==> src/design/assert_macros.svh <==
// Assertion macros for the design folder.
`ifndef ASSERT_MACROS_SVH
`define ASSERT_MACROS_SVH
`ifndef SYNTH
`define ASSERT_IMPL(label, clk, rst_n, cond, msg) \
    label: assert property (@(posedge clk) disable iff (!rst_n) (cond)) else $error(msg);
`define ASSERT_NEXT(label, clk, rst_n, pre, post, msg) \
    label: assert property (@(posedge clk) disable iff (!rst_n) (pre) |=> (post)) else $error(msg);
`else
`define ASSERT_IMPL(label, clk, rst_n, cond, msg)
`define ASSERT_NEXT(label, clk, rst_n, pre, post, msg)
`endif
`endif

==> src/design/lfbt_pkg.sv <==
package lfbt_pkg;
    localparam logic [1:0] REQ_QUERY   = 2'd0;
    localparam logic [1:0] REQ_FAILURE = 2'd1;
    localparam logic [1:0] REQ_TICK    = 2'd2;
    localparam logic [1:0] REQ_UNUSED  = 2'd3;

    localparam logic [1:0] CFG_MAX_FAILURES = 2'd0;
    localparam logic [1:0] CFG_WINDOW_TICKS = 2'd1;
    localparam logic [1:0] CFG_BAN_TICKS    = 2'd2;

    // Depth of each stamp ring; the ring wraps by bit width, so it stays a power of two.
    localparam int MAX_FAILURE_LIMIT = 16;

    // Classified request passed from the front end to the back end.
    typedef struct packed {
        logic [1:0]  req_type;
        logic [63:0] key;
        logic        is_ipv6;
        logic        fast;
        logic        fast_banned;
    } t_cmd;

    typedef struct packed {
        logic banned;
        logic newly_banned;
        logic table_full;
    } t_result;
endpackage

==> src/design/lfbt_queue.sv <==
// Two-entry queue between the front and back ends.
module lfbt_queue import lfbt_pkg::*; (
    input  logic i_clk,
    input  logic i_rst_n,
    input  logic i_push,
    input  t_cmd i_cmd,
    output logic o_full,
    input  logic i_pop,
    output logic o_empty,
    output t_cmd o_cmd
);
    t_cmd       r_mem [2];
    logic       r_wp, r_rp;
    logic [1:0] r_cnt;

    assign o_full  = r_cnt == 2'd2;
    assign o_empty = r_cnt == 2'd0;
    assign o_cmd   = r_mem[r_rp];

    always_ff @(posedge i_clk) begin
        if (i_push) begin
            r_mem[r_wp] <= i_cmd;
        end
    end

    // Pointers and fill count.
    always_ff @(posedge i_clk) begin
        if (!i_rst_n) begin
            r_wp  <= 1'b0;
            r_rp  <= 1'b0;
            r_cnt <= 2'd0;
        end else begin
            if (i_push) begin
                r_wp <= !r_wp;
            end
            if (i_pop) begin
                r_rp <= !r_rp;
            end
            r_cnt <= r_cnt + 2'(i_push) - 2'(i_pop);
        end
    end
endmodule

==> config.mk <==
export PLATFORM = sky130hd
export DESIGN_NAME = lfbt_queue
export DESIGN_NICKNAME = d
export VERILOG_FILES = /design/src/design/assert_macros.svh /design/src/design/lfbt_pkg.sv /design/src/design/lfbt_queue.sv
export SDC_FILE = /design/constraint.sdc
export NUM_CORES = 1
export LEC_CHECK = 0
export ABC_AREA = 1
export BUFFER_PORTS_ARGS = -buffer_cell sky130_fd_sc_hd__buf_2
export CAP_MARGIN = 15
export CORE_MARGIN = 1.5
export CORE_UTILIZATION = 56
export DETAILED_ROUTE_END_ITERATION = 12
export PLACE_DENSITY = 0.85
export SLEW_MARGIN = 20
export SYNTH_ARGS = -nofsm -noshare
export SYNTH_HDL_FRONTEND = slang
export SYNTH_SLANG_ARGS = --single-unit
==> constraint.sdc <==
create_clock -name i_clk -period 11.53 [get_ports i_clk]
set_input_delay 1.153 -clock i_clk [delete_from_list [all_inputs] [get_ports i_clk]]
set_output_delay 1.153 -clock i_clk [all_outputs]
set_load 0.05 [all_outputs]
==> impl_metrics.ini <==
[run_status]
status = finished clean

[grt]
grt_pass1_wl_um = 13600
grt_max_degree = 70
track_usage_pct = 18.8
grt_overflow = 0
grt_pass1_vias = 2777
antenna_found_initial = 0

[sta]
final-setup-viol-count = 0
tns_ps = 0
rsz0062_at_grt = no
drv_slew = 0
slew-limit-headroom_pct = 35.3
min_period_over_period_pct = 28.8
final_hold_viol_count = 0
worst_slew_pin_slew_ps = 970
min_period_ps = 3330
finClkSkew_ps = 5.50
max_freq_ghz = 0.301

[power]
pwr_density_cell_mw_per_mm2 = 198
ir_drop_uv = 115
p_leak_nw = 2.59

[floorplanning]
die_x_um = 99.8
die_y_um = 99.8
initial_core_util_pct = 57.3
die_area_mm2 = 0.00996
coreArea_mm2 = 0.00915
rows = 35
ioPinCount = 144

[route]
drtAntennaViolNets = 0
routed_wl_um = 8940
drt_pass1_iterations = 4
post_drt_via_cell_ratio = 5.19
avgRoutedWirePerCell_um = 17.0
drc = 0
drt_iter0_markers = 153
via_count = 2733

[yosys]
avgSynthCellArea_um2 = 21.2
yosysSeqAreaShare_pct = 80.9
synthCells = 248
synth_fp_nets = 323
ys_ff_latch = 143
syn_area_mm2 = 0.00525
ys_warn_count = 0
yosysUniqueCellTypes = 13

[final_layout]
nNetsFinal = 479
multi_input_area_um2 = 921
layout-drive-gt1-share_pct = 59.1
syn2layout_area_growth_pct = 26.7
finalInstanceArea_mm2 = 0.00665
register_area_mm2 = 0.00425
fillers = 587
n_antenna_cell = 0

[clock_network]
cts_hold_buf = 0
cts.htree.levels = 4
clock_path_buffers = 2
clk_pin_slew_ps = 60
cts_made_buffers = 17
clock_sinks = 143
insertion_delay_ps = 510
post_cts_buffers = 0
cts-root-buf = clkbuf_8
cts_tree = done
post_cts_resized = 0

[place]
gp_congestion = 0.726
dp_hpwl_um = 5590
numPortBuffers = 143
place_area_mm2 = 0.00606

[min_path]
min_path_type = register to register

[setup_path]
worst_setup_path_end_kind = primary output
cp.arrival_ps = 2170
crit_required_ps = 10380
path_class = register to primary output
cp_max_fo = 69
cp-start-kind = register

[job]
maxCapViolations = 0
cell usage after synthesis:
cell type | n | share of area [%]
nor2_1 | 9 | 0.64
nand2_1 | 8 | 0.57
dfxtp_1 | 5 | 1.9
a21oi_1 | 1 | 0.095
ha_1 | 2 | 0.48
mux2_4 | 10 | 2.9
inv_1 | 7 | 0.50
buf_6 | 2 | 0.43
nand3_1 | 1 | 0.095
buf_8 | 1 | 0.29
edfxtp_1 | 138 | 79
mux2_2 | 59 | 13
buf_2 | 5 | 0.48
through the flow:
stage | hold slack (ps) | utilization, % | power [mW] | worst slack [ps] | cells
2_1_floorplan | 463 | - | 0.754 | 6950 | 248
3_3_place_gp | 477 | 66.3 | 0.793 | 8590 | 496
3_5_place_dp | 495 | 66.3 | 0.798 | 8570 | 496
4_1_cts | 509 | 72.6 | 1.33 | 8150 | 527
5_1_grt | 534 | 72.6 | 1.36 | 8070 | 527
6_report | 500 | 72.6 | 1.32 | 8200 | 527
power breakdown:
part | switching (mW) | internal, mW
sequential | 0.0143 | 0.602
clock | 0.200 | 0.329
combinational | 0.121 | 0.0505
state kept, by name (all words and copies together), names as in the netlist, named ones only:
register	cells
r_cnt	2
r_wp	1
r_mem	138
r_rp	1
layout by cell type, fill, tap and decap left out, types with 4 or more instances in the layout:
master     count
clkbuf_16     16
edfxtp_1     138
dfxtp_1        4
inv_1          6
mux2_4        10
buf_2        143
mux2_2        59
clkinv_4       5
nor2_1         8
nand2_1        8
critical path, stage by stage, from the launching register on:
cell,delay [ps]
dfxtp_4,970
mux2_2,420
buf_2,210
layout make-up:
cell class,count,area share [%]
well taps,111,2.09
repair buffers,145,11.0
inverters,7,0.395
clock inverters,13,2.48
flip-flops and latches,143,63.9
clock buffers,18,6.29
multi-input cells,90,13.9
kinds of logic (layout without fill, tap and decap cells):
| logic type | Yosys count | in the layout | synth area share (%) |
|---|---|---|---|
| AO/OA/AOI/OAI | 1 | 1 | 0.0953 |
| flip-flops | 143 | 143 | 80.9 |
| multiplexers | 69 | 69 | 15.5 |
| adder cells (fa/ha/maj) | 2 | 2 | 0.477 |
| buffers and inverters | 15 | 183 | 1.69 |
| AND/OR/NAND/NOR | 18 | 18 | 1.31 |
path summary, 6_finish.rpt:
| check | startpoint | end | slack (ps) | cells past startpoint |
|---|---|---|---|---|
| max | register | o_cmd[2] | 8200 | 2 |
| min | r_rp | register | 500 | 2 |
| max reg2reg | r_wp | r_mem[1][31] | 9570 | 3 |
| min reg2reg | r_rp | register | 500 | 2 |
routing by layer:
| metal | wire [um] | global-route usage, % | part of all wire (%) |
|---|---|---|---|
| met1 | 3660 | 22.7 | 41 |
| met2 | 4570 | 31.0 | 51 |
| met3 | 581 | 6.55 | 6.5 |
| met4 | 129 | 8.13 | 1.4 |
| met5 | 0 | 0 | 0 |
No activity file was read; power rests on OpenSTA's default activity.
