File: src/design/assert_macros.svh
// Assertion macros for the design folder.
`ifndef ASSERT_MACROS_SVH
`define ASSERT_MACROS_SVH
`ifndef SYNTH
`define ASSERT_IMPL(label, clk, rst_n, cond, msg) \
    label: assert property (@(posedge clk) disable iff (!rst_n) (cond)) else $error(msg);
`define ASSERT_NEXT(label, clk, rst_n, pre, post, msg) \
    label: assert property (@(posedge clk) disable iff (!rst_n) (pre) |=> (post)) else $error(msg);
`else
`define ASSERT_IMPL(label, clk, rst_n, cond, msg)
`define ASSERT_NEXT(label, clk, rst_n, pre, post, msg)
`endif
`endif

File: src/design/lfbt_pkg.sv
package lfbt_pkg;
    localparam logic [1:0] REQ_QUERY   = 2'd0;
    localparam logic [1:0] REQ_FAILURE = 2'd1;
    localparam logic [1:0] REQ_TICK    = 2'd2;
    localparam logic [1:0] REQ_UNUSED  = 2'd3;

    localparam logic [1:0] CFG_MAX_FAILURES = 2'd0;
    localparam logic [1:0] CFG_WINDOW_TICKS = 2'd1;
    localparam logic [1:0] CFG_BAN_TICKS    = 2'd2;

    // Depth of each stamp ring; the ring wraps by bit width, so it stays a power of two.
    localparam int MAX_FAILURE_LIMIT = 16;

    // Classified request passed from the front end to the back end.
    typedef struct packed {
        logic [1:0]  req_type;
        logic [63:0] key;
        logic        is_ipv6;
        logic        fast;
        logic        fast_banned;
    } t_cmd;

    typedef struct packed {
        logic banned;
        logic newly_banned;
        logic table_full;
    } t_result;
endpackage

File: src/design/lfbt_front.sv
// Front end: masks the key and settles the requests that need no table access.
module lfbt_front import lfbt_pkg::*; (
    input  logic        i_valid,
    output logic        o_ready,
    input  logic [1:0]  i_req_type,
    input  logic [63:0] i_address,
    input  logic        i_is_ipv6,
    input  logic        i_address_valid,
    input  logic        i_lim_zero,
    output logic        o_push,
    output t_cmd        o_cmd,
    input  logic        i_full
);
    assign o_ready = !i_full;
    assign o_push  = i_valid && !i_full;

    // Requests that are answered without the table skip the search.
    always_comb begin
        o_cmd.req_type    = i_req_type;
        o_cmd.is_ipv6     = i_is_ipv6;
        o_cmd.key         = i_is_ipv6 ? i_address : {32'd0, i_address[31:0]};
        o_cmd.fast        = 1'b0;
        o_cmd.fast_banned = 1'b0;
        if (i_req_type != REQ_TICK) begin
            if (i_req_type == REQ_UNUSED || i_lim_zero) begin
                o_cmd.fast = 1'b1;
            end else if (!i_address_valid) begin
                o_cmd.fast        = 1'b1;
                o_cmd.fast_banned = 1'b1;
            end
        end
    end
endmodule

File: config.mk
export PLATFORM = sky130hd
export DESIGN_NAME = lfbt_front
export DESIGN_NICKNAME = d
export VERILOG_FILES = /design/src/design/assert_macros.svh /design/src/design/lfbt_pkg.sv /design/src/design/lfbt_front.sv
export SDC_FILE = /design/constraint.sdc
export NUM_CORES = 1
export LEC_CHECK = 0
export BUFFER_PORTS_ARGS = -buffer_cell sky130_fd_sc_hd__buf_2
export CAP_MARGIN = 40
export CORE_AREA = 3 3 54 56
export DETAILED_ROUTE_END_ITERATION = 10
export DIE_AREA = 0 0 57 59
export PLACE_DENSITY = 0.82
export SETUP_SLACK_MARGIN = 0.05
export SLEW_MARGIN = 20
export SYNTH_ARGS = -nofsm -noshare
export SYNTH_HDL_FRONTEND = slang
export SYNTH_SLANG_ARGS = --single-unit
File: constraint.sdc
create_clock -name vclk -period 1
set_input_delay 0.1 -clock vclk [all_inputs]
set_output_delay 0.1 -clock vclk [all_outputs]
set_load 0.005 [all_outputs]
==> results.sh <==
export IMPL_outcome="completed"
export IMPL_worst_ep_arrival_time_ns=0.65
export IMPL_die_area_um2=3363
export IMPL_p_int_mw=0.1547
export IMPL_hold_buffers=0
export IMPL_crit_required_ns=0.90
export IMPL_finalHoldViolCount=0
export IMPL_area_delta_synth_final_pct=27.79
export IMPL_synth_top_area_cell="buf_4"
export IMPL_most_common_layout_cells="77 x buf_2, 32 x and2_2, 2 x inv_1"
export IMPL_io_pins=142
export IMPL_rsz0062_at_grt="no"
export IMPL_setup_viol=0
export IMPL_slew_viol_final=0
export IMPL_cp_start_kind="input pin"
export IMPL_syn_mean_instance_area_um2=7.227
export IMPL_route_antenna_remaining_nets=0
export IMPL_relSlewSlack_pct=85.11
export IMPL_flops_and_latches=0
export IMPL_layout_nets=189
export IMPL_dr_first_iter_drc_count=4
export IMPL_worstSetupStartpoint="i_is_ipv6"
export IMPL_netlist_instances=76
export IMPL_initial_core_util_pct=22.17
export IMPL_fmax_ghz=1.334
export IMPL_synth_cell_types=8
export IMPL_whs_endpoint="o_cmd[10]"
export IMPL_place_gp_congestion=0.6510
export IMPL_switchingPower_mw=0.08562
export IMPL_crit_chain="clkbuf_4 > and2_2 > buf_2"
export IMPL_antenna_found_initial=0
export IMPL_regArea_um2=0
export IMPL_num_rows=18
export IMPL_p_clk_share_pct=0
export IMPL_slowest_delay_ns=0.22
export IMPL_maxCapViolCount=0
export IMPL_drc=0
export IMPL_routed_wl_mm=1.529
export IMPL_core_area_um2=2477
export IMPL_hold_start="i_address[7]"
export IMPL_leakage_nw=0.4599
export IMPL_final_common_cell="buf_2"
export IMPL_syn_area_um2=549.3
export IMPL_hold_path_class="in -> out"
export IMPL_io_buffers=78
export IMPL_crit_path_max_fanout=33
export IMPL_cp_top_family="buffers and inverters"
export IMPL_seq_area_frac_synth_pct=0
export IMPL_min_period_ns=0.7499
export IMPL_powerDensity_nw_per_um2=342.4
export IMPL_timing_hold_ws_ns=0.2000
export IMPL_grt_pass1_vias=513
export IMPL_syn_nets=147
export IMPL_grt_pass1_wl_mm=2.049
export IMPL_num_vias=586
export IMPL_antenna_cells=0
export IMPL_drive_above_1_share_pct=94.83
export IMPL_vias_per_cell=4.014
export IMPL_grtUsageTotal_pct=7.273
export IMPL_die_x_um=57
export IMPL_drtPass1Iterations=2
export IMPL_seq_power_share_pct=0
export IMPL_layout_clock_buffers=0
export IMPL_grt_max_degree=34
export IMPL_end_kind="output pin"
export IMPL_synth_area_leaders="buf_4 48%, and2_2 44%, clkbuf_2 2.7%"
export IMPL_place_hpwl_mm=1.358
export IMPL_yosysWarnings=0
export IMPL_post_place_ws_ns=0.1279
export IMPL_worst_slack_ns=0.2501
export IMPL_path_class="in -> out"
export IMPL_p_sw_share_pct=35.62
export IMPL_worst_path_buf_inv=2
export IMPL_tightestPinTransition_ns=0.2233
export IMPL_comb_power_share_pct=100.0
export IMPL_period_share_pct=74.99
export IMPL_overflow=0
export IMPL_nFillCells=278
export IMPL_vdd_drop_max_mv=0.1419
export IMPL_hold_depth=0
export IMPL_cp_slowest_cell="clkbuf_4"
export IMPL_dieHeight_um=59
export IMPL_fin_setup_tns_ns=0
export IMPL_avgRoutedWirePerCell_um=10.47
export IMPL_yosys_area_top_type_share_pct=47.84
[layer usage]
metal / part of all wire, % / global-route usage (%) / routed length [um] / vias to the layer above
li1: - / - / - / 273
met1: 24 / 6.029 / 364 / 231
met2: 51 / 14.85 / 782 / 62
met3: 19 / 1.743 / 294 / 20
met4: 5.8 / 4.967 / 89 / 0
met5: 0 / 0 / 0 / -
[layout make-up]
class                           instances  area (um2)  share of cell area [%]
Multi-Input combinational cell         36       264.0                   37.61
Inverter                                2       7.507                   1.070
Timing Repair Buffer                   78       392.9                   55.97
Tap cell                               30       37.54                   5.348
[through the flow]
stage	std cells	instance area (um2)	total power, mW	utilization, %
global placement	146	699.4	0.2396	28.23
global route	146	701.9	0.2681	28.33
finish	146	701.9	0.2403	28.33
CTS	146	699.4	0.2453	28.23
floorplan	76	549.3	0.2058	-
detailed placement	146	699.4	0.2448	28.23
[worst max path at each step]
stage,to,cells past startpoint,slack (ns)
5_1_grt,o_cmd[62],3,0.18
3_5_place_dp,o_cmd[45],3,0.13
2_1_floorplan,o_cmd[36],2,0.51
3_3_place_gp,o_cmd[45],3,0.15
6_report,o_cmd[46],3,0.25
4_1_cts,o_cmd[45],3,0.13
[power by group through the flow]
stage | sequential (mW) | clock (mW) | combinational [mW]
after detailed placement | 0 | 0 | 0.245
after floorplan | 0 | 0 | 0.206
after global placement | 0 | 0 | 0.240
final | 0 | 0 | 0.240
after global routing | 0 | 0 | 0.268
after CTS | 0 | 0 | 0.245
[cells in the mapped netlist]
| master | n |
|---|---|
| a21oi_1 | 1 |
| and2_2 | 32 |
| buf_4 | 35 |
| clkbuf_2 | 3 |
| inv_1 | 2 |
| nor2b_1 | 1 |
| nor3_1 | 1 |
| nor3b_1 | 1 |
[repair_timing]
action | in CTS | in global routing
resized for setup | 0 | 1
endpoints found under the hold margin | 0 | 0
buffers inserted | 0 | 0
endpoints found under the setup margin | 0 | 2
[cell families after synthesis]
logic type | Yosys count | share of synthesized area (%)
buffers and inverters | 40 | 51.94
AOI/OAI and AO/OA | 1 | 0.9103
and+or+nand+nor | 35 | 47.15
No activity file was read; power rests on OpenSTA's default activity.
